### src/rtl/core/dwv_pkg.sv
// shared constants and calendar tables for the date and weekday validator
package dwv_pkg;

  localparam int unsigned DEF_MAX_YEAR = 9999;

  // calendar change: julian up to 1 september of this year, gregorian after the gap
  localparam logic [13:0] SWITCH_YEAR = 14'd1752;
  localparam logic [4:0]  GAP_FIRST   = 5'd2;
  localparam logic [4:0]  GAP_LAST    = 5'd13;

  localparam logic [3:0] MONTH_JAN = 4'd1;
  localparam logic [3:0] MONTH_FEB = 4'd2;
  localparam logic [3:0] MONTH_SEP = 4'd9;
  localparam logic [3:0] MONTH_DEC = 4'd12;

  // weekday of day zero of each count
  localparam logic [14:0] JULIAN_BASE    = 15'd6;
  localparam logic [14:0] GREGORIAN_BASE = 15'd1;

  // y/100 as (y * RECIP_100) >> SHIFT_100, exact for every 14-bit y
  localparam logic [12:0] RECIP_100 = 13'd5243;
  localparam int unsigned SHIFT_100 = 19;
  // s/7 as (s * RECIP_7) >> SHIFT_7, exact for every 15-bit s
  localparam logic [15:0] RECIP_7   = 16'd37450;
  localparam int unsigned SHIFT_7   = 18;

  typedef logic [8:0] doy_t;

  function automatic doy_t days_before(input logic [3:0] m);
    doy_t r;
    case (m)
      4'd1:    r = 9'd0;
      4'd2:    r = 9'd31;
      4'd3:    r = 9'd59;
      4'd4:    r = 9'd90;
      4'd5:    r = 9'd120;
      4'd6:    r = 9'd151;
      4'd7:    r = 9'd181;
      4'd8:    r = 9'd212;
      4'd9:    r = 9'd243;
      4'd10:   r = 9'd273;
      4'd11:   r = 9'd304;
      4'd12:   r = 9'd334;
      default: r = 9'd0;
    endcase
    return r;
  endfunction

  function automatic logic [4:0] month_len(input logic [3:0] m, input logic leap);
    logic [4:0] r;
    case (m) inside
      4'd1, 4'd3, 4'd5, 4'd7, 4'd8, 4'd10, 4'd12: r = 5'd31;
      4'd4, 4'd6, 4'd9, 4'd11:                    r = 5'd30;
      4'd2:                                       r = leap ? 5'd29 : 5'd28;
      default:                                    r = 5'd0;
    endcase
    return r;
  endfunction

endpackage

### src/rtl/core/date_weekday_validator.sv
// date validator and weekday finder, five-stage pipeline
//
// Takes one date request per clock (start high while busy is low) and gives
// one result through the five register stages, marked by out_strobe for one
// cycle; the receiver cannot stall, so nothing ever backs up and busy is only
// high in reset and in the cycle just after it. The stages: input capture with
// the year/100 multiply, calendar checks and day-of-year, day count sum, day
// count/7 multiply, and the weekday remainder. A date is valid for years
// 1..MAX_YEAR, months 1..12 and days within the month; the calendar is julian
// up to 1 september 1752 and gregorian after, with 2..13 september 1752
// missing. Weekday is 0 for sunday to 6 for saturday, and 0 when invalid.
module date_weekday_validator
  import dwv_pkg::*;
#(
  parameter int unsigned MAX_YEAR = DEF_MAX_YEAR
) (
  input  logic        clk,
  input  logic        rst_n,
  input  logic        start,
  output logic        busy,
  input  logic [4:0]  in_day_of_month,
  input  logic [3:0]  in_month_number,
  input  logic [13:0] in_year_number,
  output logic        out_strobe,
  output logic        out_date_valid,
  output logic [2:0]  out_weekday
);

  // request accepted this cycle
  logic take;

  // stage 1: captured date, range check, year times reciprocal of 100
  logic        busy_r;
  logic        v1_r;
  logic        rng1_r;
  logic [13:0] y1_r;
  logic [3:0]  m1_r;
  logic [4:0]  d1_r;
  logic [26:0] prod1_r;
  logic        rng1_nxt;

  // stage 2: leap year, month length, gap, day of year, century terms
  logic        v2_r, ok2_r, jul2_r;
  logic [13:0] p2_r;
  doy_t        doy2_r;
  logic [7:0]  p100_2_r;
  logic [5:0]  p400_2_r;
  logic [7:0]  q100;
  logic [13:0] rem_full;
  logic [6:0]  rem100;
  logic        rem_zero;
  logic        leap_jul, leap_greg, leap;
  logic [4:0]  len;
  logic        gap;
  logic        ok2_nxt, jul2_nxt;
  doy_t        doy2_nxt;
  logic [7:0]  p100_2_nxt;
  logic [5:0]  p400_2_nxt;

  // stage 3: day count sum
  logic        v3_r, ok3_r;
  logic [14:0] s3_r;
  logic [14:0] s3_nxt;

  // stage 4: day count times reciprocal of 7
  logic        v4_r, ok4_r;
  logic [14:0] s4_r;
  logic [30:0] prod4_r;

  // stage 5: remainder and output registers
  logic [12:0] q7;
  logic [14:0] r7_full;
  logic        out_strobe_r, out_date_valid_r;
  logic [2:0]  out_weekday_r;

  assign take = start & ~busy_r;
  assign busy = busy_r;

  // range check on raw fields
  assign rng1_nxt = (in_year_number != 14'd0) && (in_year_number <= 14'(MAX_YEAR))
                    && (in_month_number >= MONTH_JAN) && (in_month_number <= MONTH_DEC)
                    && (in_day_of_month != 5'd0);

  // year/100 by reciprocal, remainder by back-multiply
  always_comb begin
    q100     = prod1_r[SHIFT_100 +: 8];
    rem_full = y1_r - 14'(q100) * 14'd100;
    rem100   = rem_full[6:0];
    rem_zero = (rem100 == 7'd0);
    leap_jul  = (y1_r[1:0] == 2'b00);
    leap_greg = leap_jul && (!rem_zero || (q100[1:0] == 2'b00));
    leap      = (y1_r <= SWITCH_YEAR) ? leap_jul : leap_greg;
    len       = month_len(m1_r, leap);
    gap       = (y1_r == SWITCH_YEAR) && (m1_r == MONTH_SEP)
                && (d1_r >= GAP_FIRST) && (d1_r <= GAP_LAST);
    ok2_nxt   = rng1_r && (d1_r <= len) && !gap;
    jul2_nxt  = (y1_r < SWITCH_YEAR)
                || ((y1_r == SWITCH_YEAR)
                    && ((m1_r < MONTH_SEP) || ((m1_r == MONTH_SEP) && (d1_r < GAP_FIRST))));
    doy2_nxt  = days_before(m1_r) + 9'(d1_r) - 9'd1
                + 9'((m1_r > MONTH_FEB) && leap);
    // (y-1)/100 and (y-1)/400 from y/100 and y mod 100
    p100_2_nxt = q100 - 8'(rem_zero);
    p400_2_nxt = q100[7:2] - 6'(rem_zero && (q100[1:0] == 2'b00));
  end

  // days since day zero of the chosen calendar, plus its base weekday
  always_comb begin
    if (jul2_r) begin
      s3_nxt = 15'(p2_r) + 15'(p2_r >> 2) + 15'(doy2_r) + JULIAN_BASE;
    end else begin
      s3_nxt = 15'(p2_r) + 15'(p2_r >> 2) + 15'(doy2_r) + 15'(p400_2_r)
               - 15'(p100_2_r) + GREGORIAN_BASE;
    end
  end

  // day count mod 7
  always_comb begin
    q7      = prod4_r[SHIFT_7 +: 13];
    r7_full = s4_r - 15'(q7) * 15'd7;
  end

  // valid bits and busy flag
  always_ff @(posedge clk) begin
    if (!rst_n) begin
      busy_r       <= 1'b1;
      v1_r         <= 1'b0;
      v2_r         <= 1'b0;
      v3_r         <= 1'b0;
      v4_r         <= 1'b0;
      out_strobe_r <= 1'b0;
    end else begin
      busy_r       <= 1'b0;
      v1_r         <= take;
      v2_r         <= v1_r;
      v3_r         <= v2_r;
      v4_r         <= v3_r;
      out_strobe_r <= v4_r;
    end
  end

  // payload stages, no reset needed
  always_ff @(posedge clk) begin
    y1_r     <= in_year_number;
    m1_r     <= in_month_number;
    d1_r     <= in_day_of_month;
    rng1_r   <= rng1_nxt;
    prod1_r  <= 27'(in_year_number) * 27'(RECIP_100);

    ok2_r    <= ok2_nxt;
    jul2_r   <= jul2_nxt;
    p2_r     <= y1_r - 14'd1;
    doy2_r   <= doy2_nxt;
    p100_2_r <= p100_2_nxt;
    p400_2_r <= p400_2_nxt;

    ok3_r    <= ok2_r;
    s3_r     <= s3_nxt;

    ok4_r    <= ok3_r;
    s4_r     <= s3_r;
    prod4_r  <= 31'(s3_r) * 31'(RECIP_7);
  end

  // outputs are zero outside the strobe cycle
  always_ff @(posedge clk) begin
    if (!rst_n) begin
      out_date_valid_r <= 1'b0;
      out_weekday_r    <= 3'd0;
    end else begin
      out_date_valid_r <= v4_r && ok4_r;
      out_weekday_r    <= (v4_r && ok4_r) ? r7_full[2:0] : 3'd0;
    end
  end

  assign out_strobe     = out_strobe_r;
  assign out_date_valid = out_date_valid_r;
  assign out_weekday    = out_weekday_r;

`ifndef SYNTH
  a_invalid_zero_wd: assert property (@(posedge clk) disable iff (!rst_n)
    (out_strobe && !out_date_valid) |-> (out_weekday == 3'd0))
    else $error("invalid date with nonzero weekday");

  a_wd_range: assert property (@(posedge clk) disable iff (!rst_n)
    out_strobe |-> (out_weekday <= 3'd6))
    else $error("weekday remainder out of range");

  a_quiet_outputs: assert property (@(posedge clk) disable iff (!rst_n)
    !out_strobe |-> (!out_date_valid && (out_weekday == 3'd0)))
    else $error("result ports active without strobe");

  a_busy_after_reset: assert property (@(posedge clk) disable iff (!rst_n)
    $past(rst_n) |-> !busy)
    else $error("busy raised outside reset recovery");

  a_valid_in_range: assert property (@(posedge clk) disable iff (!rst_n)
    (v2_r && ok2_r) |-> ((p2_r < 14'(MAX_YEAR)) && (doy2_r <= 9'd365)))
    else $error("accepted date beyond calendar limits");
`endif

endmodule
### config.mk
export PLATFORM = sky130hd
export DESIGN_NAME = date_weekday_validator
export DESIGN_NICKNAME = d
export VERILOG_FILES = /design/src/rtl/core/dwv_pkg.sv /design/src/rtl/core/date_weekday_validator.sv
export SDC_FILE = /design/constraint.sdc
export NUM_CORES = 1
export LEC_CHECK = 0
export BUFFER_PORTS_ARGS = -buffer_cell sky130_fd_sc_hd__buf_2
export CORE_ASPECT_RATIO = 1.1
export CORE_MARGIN = 2
export CORE_UTILIZATION = 45
export CTS_CLUSTER_SIZE = 12
export DETAILED_ROUTE_END_ITERATION = 8
export GPL_TIMING_DRIVEN = 1
export SETUP_SLACK_MARGIN = 0.05
export SYNTH_ARGS = -nofsm -noshare
export SYNTH_HDL_FRONTEND = slang
export SYNTH_SLANG_ARGS = --single-unit
### constraint.sdc
create_clock -name clk -period 7.6 [get_ports clk]
set_clock_uncertainty 0.2 [all_clocks]
set_input_delay 1.52 -clock clk [delete_from_list [all_inputs] [get_ports clk]]
set_output_delay 1.52 -clock clk [all_outputs]
set_load 0.05 [all_outputs]
## Word-level counts from Yosys, hierarchy flattened

Memories as Yosys holds them, arrays and structs flattened. A register that Yosys moved wholly into a read port is not among the register bits.
Index checks and enable logic that the tools add are counted.

- Add/subtract/negate cells: 14
- $mul: 4
- $lt $le $gt $ge: 11
- Eq/ne operators: 13
- Muxes and demuxes: 7
- Bitwise logic cells: 2
- Reductions and logical operators: 28

Operator list:

| operator | number |
|---|---|
| $mul 15x15->30 const B | 1 |
| $mul 14x13->27 const B | 1 |
| $eq 4x4->1 const B | 5 |
| $eq 4x3->1 const B | 4 |
| $add 14x12->15 | 1 |
| $add 15x1->15 const B | 1 |
| $add 15x3->15 const B | 1 |
| $add 15x6->15 | 1 |
| $add 15x9->15 | 1 |
| $logic_and 1x1->1 | 15 |
| $mux 15 | 1 |
| $mux 5 | 3 |
| $sub 15x8->15 | 1 |
| $eq 14x11->1 const B | 1 |
| $le 14x11->1 const B | 1 |
| $le 14x14->1 const B | 1 |
| $lt 14x11->1 const B | 1 |
| $reduce_bool 14->1 | 1 |
| $sub 14x1->14 const B | 1 |
| $mul 13x3->3 const B | 1 |
| $add 9x1->9 | 1 |
| $add 9x5->9 | 1 |
| $sub 9x1->9 const B | 1 |
| $eq 4x2->1 const B | 2 |
| other kinds (25) | 31 |

- Flip-flop bits (word level): 150
- Bits in read-only memories: 144
- Bits of input ports: 26
- Output and inout port bits: 6
- Word-level logic and storage cells: 104
- Memories kept: 1

Memory list:

| memory | depth | width | rd ports | clocked after Yosys merged registers in | write ports | RTL line | RTL |
|---|---|---|---|---|---|---|---|
| (name not given) | 16 | 9 | 1 | 1 | 0 | dwv_pkg.sv:31 | `case (m)` |

## Depth between registers and ports, before layout

- Word-level depth: 14
- Depth in mapped cells: 20
- Depth with buffers taken out: 20

## Worst setup path after synthesis

No wires, ideal clock.

- Path kind: input port to flip-flop
- Start: input in_year_number[5]
- End: register prod1_r[26]
- Library setup time: 0.136 ns
- Arrival: 5.644 ns
- Required time: 7.264 ns
- Setup slack: 1.620 ns
- Stages on the path: 17
- Path buffers: 0
- Cells stage by stage: inv_1 fa_1 inv_1 ha_1 fa_1 fa_1 inv_1 fa_1 inv_1 ha_1 a211oi_1 a2bb2oi_1 o211ai_1 a31oi_1 o21ai_0 o41ai_1 a31oi_1

- Longest elaborated chain between the ends: 1

RTL lines:

| item | RTL line | RTL |
|---|---|---|
| from (decl) | date_weekday_validator.sv:23 | `input logic [13:0] in_year_number,` |
| $mul 14x13->27 | date_weekday_validator.sv:148 | `prod1_r <= 27'(in_year_number) * 27'(RECIP_100);` |
| to (signal assigned) | date_weekday_validator.sv:148 |  |
| to (decl) | date_weekday_validator.sv:39 | `logic [26:0] prod1_r;` |

Every way passes these cells.
A chain may end at the register's enable or synchronous reset.

## Worst setup path in the final report

- Start: input in_year_number[9]
- End: register prod1_r[26]

The elaborated chain is that of the path after synthesis.

==> flow_metrics.env <==
export IMPL_rrSetupSlack_ps=2420
export IMPL_grt_pass1_vias=8204
export IMPL_row_count=61
export IMPL_root_buffer="clkbuf_16"
export IMPL_drt_total_wl_um=22300
export IMPL_rsz0062_at_grt="no"
export IMPL_synth_cell_types=64
export IMPL_ys_seq_elements=113
export IMPL_drc=0
export IMPL_seq_area_frac_synth=0.195
export IMPL_stdcell_count=1576
export IMPL_netlist_instances=1178
export IMPL_ant_nets=0
export IMPL_cts_buffers_inserted=17
export IMPL_num_vias=7750
export IMPL_grt_pass1_wl_um=38500
export IMPL_synth_edf_count=0
export IMPL_post_route_min_period_ps=6230
export IMPL_clock_sinks=113
export IMPL_coreArea_um2=25300
export IMPL_start_util=0.458
export IMPL_wire_per_inst_um=14.2
export IMPL_avgSynthCellArea_um2=9.86
export IMPL_ys_flop_type="dfxtp_1"
export IMPL_clk_path_buf_depth=2
export IMPL_worstSetupEndpointType="register"
export IMPL_grt_overflow_total=0
export IMPL_detail_route_vias_per_cell=4.92
export IMPL_final_area_um2=12700
export IMPL_slew_violations=0
export IMPL_fin_tns_setup_ps=0
export IMPL_synth_warnings=0
export IMPL_status="finished, final reports clean"
export IMPL_drt_initial_drc_count=248
export IMPL_place_congestion=0.839
export IMPL_path_max_fanout=9
export IMPL_area_delta_synth_final_pct=9.60
export IMPL_track_usage=0.180
export IMPL_path_class="in2reg"
export IMPL_synth_fp_nets=1569
export IMPL_cts_hold_buffers=0
export IMPL_worst_pin_slew_ps=967
export IMPL_die_w_um=157
export IMPL_clk_pin_slew_ps=50
export IMPL_grt_max_degree=26
export IMPL_period_share=0.820
export IMPL_port_buffers=31
export IMPL_place_ws_ps=962
export IMPL_die_y_um=172
export IMPL_cts_setup_buffers=0
export IMPL_clock_fmax_mhz=160
export IMPL_final_cell_mix="ha_1 (255), inv_1 (251), dfxtp_1 (113)"
export IMPL_layout_commonest_cell="ha_1"
export IMPL_cts_resized=0
export IMPL_htree_levels=4
export IMPL_place_area_um2=12100
export IMPL_required_ps=7670
export IMPL_tritoncts="built"
export IMPL_die_area_um2=27100
export IMPL_arrival_ps=6310
export IMPL_dp_hpwl_um=19200
export IMPL_clkLatencyLatePin_ps=410
export IMPL_setup_violations=0
export IMPL_slew_headroom=0.354
export IMPL_worst_setup_path_start_kind="input pin"
export IMPL_first_pass_iters=4
export IMPL_layout_drive_gt1_share=0.0675
export IMPL_ioPinCount=32
export IMPL_drv_cap=0
export IMPL_dp_cells=1544
export IMPL_synthArstFlopShare=0
export IMPL_antenna_found_initial=0
export IMPL_nNetsFinal=1608
export IMPL_setup_slack_ps=1370
export IMPL_hold_viol=0
export IMPL_min_path_type="reg2reg"
export IMPL_insertedDiodeCount=0
export IMPL_syn_cell_area_um2=11600
critical path, cell delays in order:
cell	delay, ps
buf_2	270
ha_1	320
fa_1	550
fa_1	440
fa_1	490
inv_1	50
fa_1	530
inv_1	40
ha_1	300
a211oi_1	250
a2bb2oi_1	280
o211ai_1	180
a31oi_1	340
o21ai_0	240
o41ai_1	410
a31oi_1	70
synthesized netlist by cell type, types with 6 or more instances:
library cell / count / area, um2
ha_1: 255 / 3190
inv_1: 251 / 942
dfxtp_1: 113 / 2260
fa_1: 110 / 2200
xnor2_1: 62 / 543
a21oi_1: 50 / 250
nor2_1: 39 / 146
o21ai_0: 33 / 165
nand2_1: 31 / 116
xor2_1: 23 / 201
nand3_1: 18 / 90.1
a21o_1: 14 / 105
nor3_1: 14 / 70.1
and3_1: 9 / 56.3
nand4_1: 9 / 56.3
nor4_1: 9 / 56.3
a31oi_1: 8 / 50.1
mux2i_1: 8 / 80.1
o21a_1: 8 / 60.1
a211oi_1: 7 / 52.6
and2_1: 7 / 43.8
clkbuf_1: 7 / 26.3
nand2b_1: 7 / 43.8
nor2b_1: 6 / 37.5
o21bai_1: 6 / 45.0
path summary, 6_finish.rpt:
check | startpoint | end | depth (start not counted)
max | in_year_number[9] | prod1_r[26] | 16
min | ok3_r | ok4_r | 0
max reg2reg | p2_r[3] | s3_r[14] | 18
min reg2reg | ok3_r | ok4_r | 0
logic make-up after synthesis:
kind of cell / count (synthesis) / synth area share
buffers and inverters: 262 / 0.0878
AO/OA/AOI/OAI: 168 / 0.0983
multiplexers: 13 / 0.0127
AND/OR/NAND/NOR: 171 / 0.0759
flip-flops: 113 / 0.195
adder cells (fa/ha/maj): 365 / 0.464
XOR/XNOR: 86 / 0.0661
sequential cells by signal, summed over array words and instances, names as in the netlist, 4 cells and up, named ones only:
register,count
p100_2_r,8
p400_2_r,6
d1_r,5
doy2_r,9
prod1_r,9
p2_r,14
s3_r,15
m1_r,4
y1_r,13
routing by layer:
metal  wire length (um)  vias up  share of wire  GRT usage
met5                  0        -              0          0
met4                394        0          0.018     0.0506
met3                504       22          0.023     0.0301
met2              11500       81           0.51      0.335
met1               9960     3683           0.45      0.214
li1                   -     3964              -          -
final cells by class:
type | count | area (um2)
Clock buffer | 20 | 447
Clock inverter | 12 | 158
Fill cell | 2395 | 12600
Inverter | 251 | 942
Multi-Input combinational cell | 803 | 8330
Sequential cell | 113 | 2260
Tap cell | 346 | 433
Timing Repair Buffer | 31 | 155
stage by stage:
step                hold WS [ps]  utilization
floorplan                    110            -
global placement             117        0.478
detailed placement           132        0.478
CTS                          145        0.502
global route                 153        0.502
finish                       146        0.502
Power is left out: the tool's default activity adds up to more than one toggle a clock period on the data nets, which glitch-free logic cannot reach.
